--- config.mk ---
export PLATFORM = sky130hd
export DESIGN_NAME = csth_seq
export DESIGN_NICKNAME = d
export VERILOG_FILES = /design/src/rtl/core/csth_pkg.sv /design/src/rtl/core/csth_seq.sv
export SDC_FILE = /design/constraint.sdc
export NUM_CORES = 1
export LEC_CHECK = 0
export BUFFER_PORTS_ARGS = -buffer_cell sky130_fd_sc_hd__buf_2
export CELL_PAD_IN_SITES_DETAIL_PLACEMENT = 0
export CELL_PAD_IN_SITES_GLOBAL_PLACEMENT = 1
export CORE_MARGIN = 2
export CORE_UTILIZATION = 42
export CTS_BUF_LIST = sky130_fd_sc_hd__clkbuf_4
export CTS_CLUSTER_SIZE = 28
export DETAILED_ROUTE_END_ITERATION = 6
export GPL_TIMING_DRIVEN = 0
export PLACE_DENSITY_LB_ADDON = 0.1
export SLEW_MARGIN = 20
export SYNTH_ARGS = -nofsm -noshare
export SYNTH_HDL_FRONTEND = slang
export SYNTH_SLANG_ARGS = --single-unit
--- constraint.sdc ---
create_clock -name clk -period 2.2 [get_ports clk]
set_input_delay 0.22 -clock clk [delete_from_list [all_inputs] [get_ports clk]]
set_output_delay 0.22 -clock clk [all_outputs]
set_load 0.02 [all_outputs]
--- src/rtl/core/csth_pkg.sv ---
package csth_pkg;

  localparam int MAX_STEPS_DEF   = 1000;
  localparam int VALUE_WIDTH_DEF = 64;

  localparam int CMD_W      = 2;
  localparam int START_W    = 31;
  localparam int INDEX_W    = 10;
  localparam int STEPS_W    = 10;
  localparam int BIN_W      = 32;
  localparam int IN_DATA_W  = 48;
  localparam int OUT_DATA_W = 48;
  localparam int OUT_USED_W = STEPS_W + 2 + BIN_W;
  localparam int OUT_PAD_W  = OUT_DATA_W - OUT_USED_W;
  localparam int UPC_W      = 4;

  typedef enum logic [CMD_W-1:0] {
    CMD_RUN   = 2'd0,
    CMD_READ  = 2'd1,
    CMD_CLEAR = 2'd2
  } cmd_t;

  typedef enum logic [3:0] {
    OP_NOP,
    OP_ACCEPT,
    OP_MAP,
    OP_RD_CNT,
    OP_INC_WR,
    OP_RD_IDX,
    OP_LOAD_BIN,
    OP_CLR_WR,
    OP_EMIT
  } op_t;

  typedef enum logic [1:0] {
    HOLD_NONE,
    HOLD_IN,
    HOLD_OUT
  } hold_t;

  typedef enum logic [2:0] {
    CND_NONE,
    CND_ALWAYS,
    CND_RUN_GO,
    CND_OVER,
    CND_SWEEP,
    CND_IS_RUN,
    CND_IS_READ,
    CND_IS_CLEAR
  } cond_t;

  typedef struct packed {
    op_t              op;
    hold_t            hold;
    cond_t            cond;
    logic [UPC_W-1:0] target;
  } uword_t;

  typedef struct packed {
    op_t  op;
    logic fire;
  } dp_cmd_t;

  typedef struct packed {
    logic run_go;
    logic cnt_over;
    logic sweep_more;
    logic is_run;
    logic is_read;
    logic is_clear;
    logic out_busy;
  } dp_flags_t;

  localparam logic [UPC_W-1:0] UA_SWEEP    = 4'd0;
  localparam logic [UPC_W-1:0] UA_IDLE     = 4'd1;
  localparam logic [UPC_W-1:0] UA_DISP_RUN = 4'd2;
  localparam logic [UPC_W-1:0] UA_DISP_RD  = 4'd3;
  localparam logic [UPC_W-1:0] UA_DISP_CLR = 4'd4;
  localparam logic [UPC_W-1:0] UA_DISP_ANY = 4'd5;
  localparam logic [UPC_W-1:0] UA_RUN      = 4'd6;
  localparam logic [UPC_W-1:0] UA_RUN_RD   = 4'd7;
  localparam logic [UPC_W-1:0] UA_RUN_WR   = 4'd8;
  localparam logic [UPC_W-1:0] UA_RD       = 4'd9;
  localparam logic [UPC_W-1:0] UA_RD_LD    = 4'd10;
  localparam logic [UPC_W-1:0] UA_CLR      = 4'd11;
  localparam logic [UPC_W-1:0] UA_EMIT     = 4'd12;

  function automatic uword_t ucode(input logic [UPC_W-1:0] addr);
    uword_t w;
    case (addr)
      UA_SWEEP:    w = '{OP_CLR_WR,   HOLD_NONE, CND_SWEEP,    UA_SWEEP};
      UA_IDLE:     w = '{OP_ACCEPT,   HOLD_IN,   CND_NONE,     UA_IDLE};
      UA_DISP_RUN: w = '{OP_NOP,      HOLD_NONE, CND_IS_RUN,   UA_RUN};
      UA_DISP_RD:  w = '{OP_NOP,      HOLD_NONE, CND_IS_READ,  UA_RD};
      UA_DISP_CLR: w = '{OP_NOP,      HOLD_NONE, CND_IS_CLEAR, UA_CLR};
      UA_DISP_ANY: w = '{OP_NOP,      HOLD_NONE, CND_ALWAYS,   UA_EMIT};
      UA_RUN:      w = '{OP_MAP,      HOLD_NONE, CND_RUN_GO,   UA_RUN};
      UA_RUN_RD:   w = '{OP_RD_CNT,   HOLD_NONE, CND_OVER,     UA_EMIT};
      UA_RUN_WR:   w = '{OP_INC_WR,   HOLD_NONE, CND_ALWAYS,   UA_EMIT};
      UA_RD:       w = '{OP_RD_IDX,   HOLD_NONE, CND_NONE,     UA_RD};
      UA_RD_LD:    w = '{OP_LOAD_BIN, HOLD_NONE, CND_ALWAYS,   UA_EMIT};
      UA_CLR:      w = '{OP_CLR_WR,   HOLD_NONE, CND_SWEEP,    UA_CLR};
      UA_EMIT:     w = '{OP_EMIT,     HOLD_OUT,  CND_ALWAYS,   UA_IDLE};
      default:     w = '{OP_NOP,      HOLD_NONE, CND_ALWAYS,   UA_IDLE};
    endcase
    return w;
  endfunction

endpackage

--- src/rtl/core/csth_seq.sv ---
module csth_seq (
  input  logic                clk,
  input  logic                rst,
  input  logic                s_tvalid,
  output logic                s_tready,
  input  csth_pkg::dp_flags_t flags,
  output csth_pkg::dp_cmd_t   cmd
);
  import csth_pkg::*;

  logic [UPC_W-1:0] upc;
  logic [UPC_W-1:0] upc_next;
  uword_t           w;
  logic             stall;
  logic             take;

  always_comb begin
    w     = ucode(upc);
    stall = ((w.hold == HOLD_IN) && !s_tvalid) || ((w.hold == HOLD_OUT) && flags.out_busy);
    case (w.cond)
      CND_NONE:     take = 1'b0;
      CND_ALWAYS:   take = 1'b1;
      CND_RUN_GO:   take = flags.run_go;
      CND_OVER:     take = flags.cnt_over;
      CND_SWEEP:    take = flags.sweep_more;
      CND_IS_RUN:   take = flags.is_run;
      CND_IS_READ:  take = flags.is_read;
      CND_IS_CLEAR: take = flags.is_clear;
      default:      take = 1'b0;
    endcase
    if (stall) begin
      upc_next = upc;
    end else if (take) begin
      upc_next = w.target;
    end else begin
      upc_next = upc + 1'b1;
    end
    cmd.op   = w.op;
    cmd.fire = !stall;
    s_tready = (w.hold == HOLD_IN);
  end

  always_ff @(posedge clk) begin
    if (rst) begin
      upc <= UA_SWEEP;
    end else begin
      upc <= upc_next;
    end
  end

endmodule

==> results of run 1 <==
==> cells in the mapped netlist, types with 2 or more instances <==
cell / instances / area share (%)
buf_4: 4 / 3.4
o211a_1: 2 / 2.2
mux2i_1: 2 / 2.2
nor3_1: 4 / 2.2
a21o_1: 5 / 4.2
o211ai_1: 4 / 3.4
nand2_1: 9 / 3.8
inv_1: 3 / 1.3
a21oi_1: 6 / 3.4
buf_2: 3 / 1.7
nor2b_1: 4 / 2.8
nand4_1: 2 / 1.4
dfxtp_1: 16 / 36
o21ai_0: 3 / 1.7
nor2_1: 7 / 2.9
nand3_1: 6 / 3.4
a31oi_1: 3 / 2.1
==> repair_timing <==
action,4_1_cts,5_1_grt
endpoints found under the setup margin,4,8
resized for setup,1,15
pin swaps,0,5
buffers inserted,0,1
==> sequential cells by signal, summed over array words and instances (netlist names) <==
register  count
upc           4
w            12
==> power breakdown <==
group	switching (µW)	internal, µW	total, µW
sequential	65.5	387	453
combinational	484	381	865
clock	90.2	66.0	156
==> kinds of logic (layout without fill, tap and decap cells) <==
group	Yosys count	count (layout)	synth area share, %
AO/OA/AOI/OAI	32	32	28.2
adder cells (fa/ha/maj)	1	1	1.40
buffers and inverters	12	32	7.99
flip-flops	16	16	35.9
multiplexers	2	2	2.24
AND/OR/NAND/NOR	41	41	24.3
==> area by class of cell <==
| class | count | area [µm²] | share of cell area, % |
|---|---|---|---|
| repair buffers | 16 | 82.6 | 7.58 |
| inverters | 3 | 11.3 | 1.03 |
| clock buffers | 3 | 22.5 | 2.07 |
| flip-flops and latches | 16 | 325 | 29.9 |
| plain buffers | 9 | 62.6 | 5.74 |
| multi-input cells | 76 | 548 | 50.3 |
| clock inverters | 1 | 3.75 | 0.344 |
| well taps | 27 | 33.8 | 3.10 |
==> worst reg2reg max path: stages (launching register included) <==
cell and delay, ps:
dfxtp_4 380, nor2b_1 130, o22ai_1 100, a21o_1 240, or4_4 450, a31oi_4 210, nor4_1 60, or4_1 410
==> layer usage <==
layer	wire, µm	GRT usage, %	vias up
li1	-	-	423
met1	945	21.8	397
met2	940	24.6	11
met3	72	3.94	4
met4	20	7.41	0
met5	0	0	-
==> worst min-delay path by stage <==
stage and to:
2_1_floorplan upc[2]$_SDFFE_PP0P_, 3_3_place_gp upc[2]$_SDFFE_PP0P_, 3_5_place_dp upc[2]$_SDFFE_PP0P_, 4_1_cts upc[2]$_SDFFE_PP0P_, 5_1_grt upc[2]$_SDFFE_PP0P_, 6_report upc[2]$_SDFFE_PP0P_
==> through the flow <==
step / setup TNS (ps) / utilization (%)
3_5_place_dp: -45.4 / 50.5
5_1_grt: -30.9 / 55.0
2_1_floorplan: 0 / -
6_report: 0 / 55.0
3_3_place_gp: -220 / 50.5
4_1_cts: 0 / 52.0
==> results.md, run 1 <==
* Worst reg-to-reg setup slack at 100 ps
* Max Clock Freq at 0.477 GHz
* Fin cells at 151
* CP max FO at 6
* Clock buffers created by TritonCTS at 3
* Worst Clk Skew at 1.00 ps
* Worst Path Required at 2370 ps
* Clock Tree Root: clkbuf_4
* Number of vias per cell after detailed routing at 5.53
* Mapped Nets at 115
* Number of failing setup endpoints in the final timing report at 0
* Max stage delay on crit path at 450 ps
* Max-slew headroom at 67.7%
* Max Cap Violations at 0
* Max-slew violations at 0
* Cell-by-cell listing of the critical path: nor2b_1 > o22ai_1 > a21o_1 > or4_4 > a31oi_4 > nor4_1 > or4_1
* Worst slack at placement at -36.5 ps
* Async S/R FF share, synth at 0%
* X dimension of the die at 50.1 µm
* Post-route clock period utilization at 95.3%
* Syn_area_per_cell at 8.58 µm²
* Launch point of the worst reg-to-reg path: w[5]$_SDFF_PP0_
* Commonest non-fill, non-tap cell in the layout: buf_2
* Critical Path Sink: w[10]$_DFF_P_
* Worst R2R Path Depth at 7
* Relative area change from synthesis to final layout at 22.2%
* Critical Path End Type: flop
* Reg-to-reg endpoint: w[10]$_DFF_P_
* Initial cell density of the core at 45.0%
* H-tree level count at 1
* Launching element of the worst setup path: w[5]$_SDFF_PP0_
* Length of the first detailed-routing pass in iterations at 4
* Design Area, Final at 1090 µm²
* Initial antenna violation count at 0
* # DRC at 0
* Global Route Usage Sum at 16.3%
* Die footprint at 2510 µm²
* Routed wirelength normalized by instance count at 13.1 µm
* Filler cell count in the final layout at 184
* Commonest register cell after synthesis: dfxtp_1
* Number of design-rule violations left by the first detailed-router iteration at 18
* TritonCTS clock tree: built
* Max clock buf depth at 2
* Final Wtd Congestion at 0.832
* Hold Worst Slack at 201 ps
* Worst-case vdd ir drop at 0.594 mV
* P per Cell Area at 1350 nW/µm²
* Pin count of the biggest net entering global routing at 11
* Cell area after technology mapping at 892 µm²
* Final net count at 136
* Vias in the first global route at 728
* Sequential element share of the synthesized area at 35.9%
* Antenna fix cells at 0
* Critical path buffer and inverter count at 0
* CP Data Arrival Time at 2260 ps
* Worst Hold Launch: rst
* Yosys warning total at 0
* Worst hold path class: primary input to flop
* Clock transition at path regs at 90 ps
* Number of hold buffers added after CTS at 0
* Dpl hpwl at 1.41 mm
* Share of final-layout standard cells stronger than drive strength 1 at 37.1%
* DRT antenna net count at 0
* Number of distinct library cells after synthesis at 38
* Commonest cells after routing, fill and taps aside: 17 x buf_2, 14 x dfxtp_1, 9 x nand2_1
* Congestion Overflow GR at 0
* Slowest cell on the critical path: or4_4
* Top Family by Delay on Critical Path: simple AND/OR/NAND/NOR gates
* Transition time at the pin with the least slew margin at 484 ps
* Critical Path Start Type: flop
* First-pass GRT wire length at 3.08 mm
* Number of buffer cells added on primary ports at 15
* Critical path class: flop to flop
* Placeable core region at 1980 µm²
* Min-Delay Path Depth at 2
* Result of the run: complete, no violations
* Final Hold Fails at 0
* Overall power after layout at 1470 µW
* Placement Cell Area at 1000 µm²
* FP Rows at 16
* Final critical delay including setup and external delays at 2100 ps
* Total wirelength of the detailed-routed design at 1.98 mm
* Minimum setup slack in the final design at 104 ps
* Cells after synthesis at 104
* Number of placed cells counting well taps at 146
* Number of placed I/O pins at 16
* Later-pin clock latency in the skew report at 290 ps
* Total vias in the final route at 835
* Static leakage at 0.000447 µW
* Cell depth of the worst setup path at 7
* Clock tree sinks at 16
* Number of synthesized register bits at 16
* Chip Height at 50.1 µm
* Number of flops mapped to enable cells by yosys at 0
(Power assumes the default switching activity.)
==> run 2, diff against run 1 <==
--- a/config.mk
+++ b/config.mk
@@ -5,11 +5,12 @@
 export SDC_FILE = /design/constraint.sdc
 export NUM_CORES = 1
 export LEC_CHECK = 0
+export ABC_AREA = 1
 export BUFFER_PORTS_ARGS = -buffer_cell sky130_fd_sc_hd__buf_2
 export CELL_PAD_IN_SITES_DETAIL_PLACEMENT = 0
 export CELL_PAD_IN_SITES_GLOBAL_PLACEMENT = 1
 export CORE_MARGIN = 2
-export CORE_UTILIZATION = 42
+export CORE_UTILIZATION = 40
 export CTS_BUF_LIST = sky130_fd_sc_hd__clkbuf_4
 export CTS_CLUSTER_SIZE = 28
 export DETAILED_ROUTE_END_ITERATION = 6
==> run 2 against run 1 <==
Net effect: maximum frequency up 28%; cell area down 7.8%; count of clock-buffer cells in the layout unchanged; hold slack got worse by 27 ps; clock power decreased by 8%; core utilization shrank 4.8 points; synthesized cell count rose by 13%; sequential cell count stayed put; die area grew 2.6%; setup slack improved by 460 ps; sequential power is 8.8% higher; critical path type unchanged; largest cell class unchanged; highest routed layer unchanged.
==> results.md, run 2 <==
* Max Cap Violations at 0
* Number of setup buffers added after CTS at 0
* Final critical delay including setup and external delays at 1630 ps
* Cell area after technology mapping at 873 µm²
* Final sum of negative setup slack at 0 ps
* Length of the first detailed-routing pass in iterations at 4
* Setup repair after global routing missed its margin: false
* Most frequent cell on the critical path: nand2_4
* Commonest non-fill, non-tap cell in the layout: nand2_1
* Congestion Overflow GR at 0
* Static leakage at 0.000528 µW
* Total vias in the final route at 765
* Number of failing setup endpoints in the final timing report at 0
* TritonCTS clock tree: built
* Later-pin clock latency in the skew report at 280 ps
* Post-route clock period utilization at 74.3%
* Clock buffers created by TritonCTS at 3
* Number of flip-flops in the largest register at 12
* First-pass GRT wire length at 2.95 mm
* Syn_area_per_cell at 7.46 µm²
* Cells after synthesis at 117
* Mux contribution to synthesized area at 0%
* Final net count at 148
* Leading cell type by number of instances after synthesis: nand2_1
* Yosys warning total at 0
* Result of the run: complete, no violations
* Critical path class: flop to flop
* Slowest cell on the critical path: dfxtp_1
* Critical Path End Type: flop
* Dominant cells by area after synthesis: dfxtp_1 37%, nand2_1 12%, nand3_1 9.2%, nand2_2 6.4%, nand2_4 5.2%
* # DRC at 0
* Worst-case vdd ir drop at 0.758 mV
* Top cells by count, synth: 29 x nand2_1, 16 x dfxtp_1, 16 x nand3_1
* Number of hold buffers added after CTS at 0
* Adder and majority gate portion of the synthesized area at 1.43%
* Number of placed I/O pins at 16
* Clock transition at path regs at 80 ps
* Number of distinct library cells after synthesis at 23
* Filler cell count in the final layout at 215
* Transition time at the pin with the least slew margin at 335 ps
* CP max FO at 7
* Yosys top cell by area: dfxtp_1
* Async S/R FF share, synth at 0%
* X dimension of the die at 50.7 µm
* Placeable core region at 2000 µm²
* Hold Worst Slack at 175 ps
* Mapped Nets at 128
* Number of buffer cells added on primary ports at 15
* Max Clock Freq at 0.612 GHz
* Number of flops mapped to enable cells by yosys at 0
* Global Route Usage Sum at 15.0%
* Clock Tree Root: clkbuf_4
* Routed wirelength normalized by instance count at 10.1 µm
* Worst Path Required at 2380 ps
* Max-slew headroom at 77.7%
* Simple-gate portion of the synthesized area at 41.1%
* Clock tree sinks at 16
* Pin count of the biggest net entering global routing at 9
* Proportion of netlist area held by the largest area contributor at 36.7%
* Overall power after layout at 1800 µW
* CP Data Arrival Time at 1810 ps
* Die footprint at 2570 µm²
* Vias in the first global route at 732
* Dpl hpwl at 1.33 mm
* Worst Clk Skew at 0.681 ps
* Parity-gate share of the synthesized area counting xor and xnor cells at 2.01%
* Worst slack at placement at 576 ps
* Number of synthesized register bits at 16
* Antenna fix cells at 0
* Synthesized-area fraction occupied by ao, oa, aoi and oai cells at 7.88%
* P per Cell Area at 1790 nW/µm²
* Minimum setup slack in the final design at 566 ps
* Critical Path Start Type: flop
* Worst hold path class: primary input to flop
* Number of vias per cell after detailed routing at 4.72
* Dominant combinational cell family by area after synthesis: simple AND/OR/NAND/NOR gates
* Total wirelength of the detailed-routed design at 1.63 mm
* FP Rows at 16
* Max stage delay on crit path at 350 ps
* Number of gates given a new drive strength after cts at 0
* Cell-by-cell listing of the critical path: inv_2 > o21ai_1 > nand2_1 > nand2_4 > nand2_4 > nand2_2 > nand2_1 > o21ai_2 > nand2_4 > clkinv_4 > nand2_2 > and2_1
* Relative area change from synthesis to final layout at 15.0%
* Share of final-layout standard cells stronger than drive strength 1 at 34.8%
* Final Wtd Congestion at 0.774
* Initial antenna violation count at 0
* Chip Height at 50.7 µm
* Commonest register cell after synthesis: dfxtp_1
* Number of design-rule violations left by the first detailed-router iteration at 11
* Commonest cells after routing, fill and taps aside: 29 x nand2_1, 16 x nand3_1, 16 x dfxtp_1
* H-tree level count at 1
* Initial cell density of the core at 43.6%
* DRT antenna net count at 0
* Max clock buf depth at 2
* Final Hold Fails at 0
* Sequential element share of the synthesized area at 36.7%
* Max-slew violations at 0
## run 2: changes by cell type after synthesis, sizes merged, moves of 3 or more
cell	delta
nor2b	-4
nor3	-3
a21o	-6
inv	+12
buf	-4
nand3	+13
o211ai	-5
a31oi	-4
nand2	+33
## run 2: final cells by class
cell class	count	area [µm²]	share of cell area, %
plain buffers	4	30.0	2.99
flip-flops and latches	16	320	31.9
well taps	27	33.8	3.36
repair buffers	15	75.1	7.47
clock buffers	3	22.5	2.24
multi-input cells	81	458	45.6
inverters	16	65.1	6.48
## run 2: cell families (layout without fill, tap and decap cells)
| logic type | count (synthesis) | in the layout |
|---|---|---|
| simple gates | 69 | 69 |
| buf+inv | 20 | 38 |
| flops | 16 | 16 |
| compound gates | 9 | 9 |
| xor+xnor | 2 | 2 |
| fa+ha+maj | 1 | 1 |
## run 2: metrics by stage
| stage | utilization (%) | area [µm²] | cells |
|---|---|---|---|
| 3_3_place_gp | 49.1 | 982 | 159 |
| 4_1_cts | 50.2 | 1000 | 162 |
| 2_1_floorplan | - | 873 | 117 |
| 6_report | 50.2 | 1000 | 162 |
| 5_1_grt | 50.2 | 1000 | 162 |
| 3_5_place_dp | 49.1 | 982 | 159 |
## run 2: layer usage
| metal | up-vias | part of all wire, % | track usage [%] |
|---|---|---|---|
| met1 | 341 | 51 | 20.9 |
| met4 | 0 | 1.6 | 5.41 |
| li1 | 409 | - | - |
| met5 | - | 0 | 0 |
| met2 | 10 | 44 | 23.7 |
| met3 | 5 | 2.8 | 1.79 |
## run 2: worst paths after layout
kind,end,cells past startpoint,slack [ps],start
worst max-delay path,w[9]$_DFF_P_,12,570,w[4]$_DFF_P_
worst min-delay path,upc[1]$_SDFFE_PP0P_,2,170,rst
worst max register to register,w[9]$_DFF_P_,12,570,w[4]$_DFF_P_
worst min register to register,upc[1]$_SDFFE_PP0P_,2,610,upc[1]$_SDFFE_PP0P_
## run 2: critical path, delay by kind of cell (launching register included)
kind | cells | cell delay, ps
AND/OR/NAND/NOR | 8 | 700
flip-flops | 1 | 350
AO/OA/AOI/OAI | 2 | 330
buffers and inverters | 2 | 160
## run 2: power breakdown
group / internal (µW) / switching (µW)
logic: 424 / 743
clock network: 63.5 / 80.3
registers: 432 / 61.1
total: 919 / 884
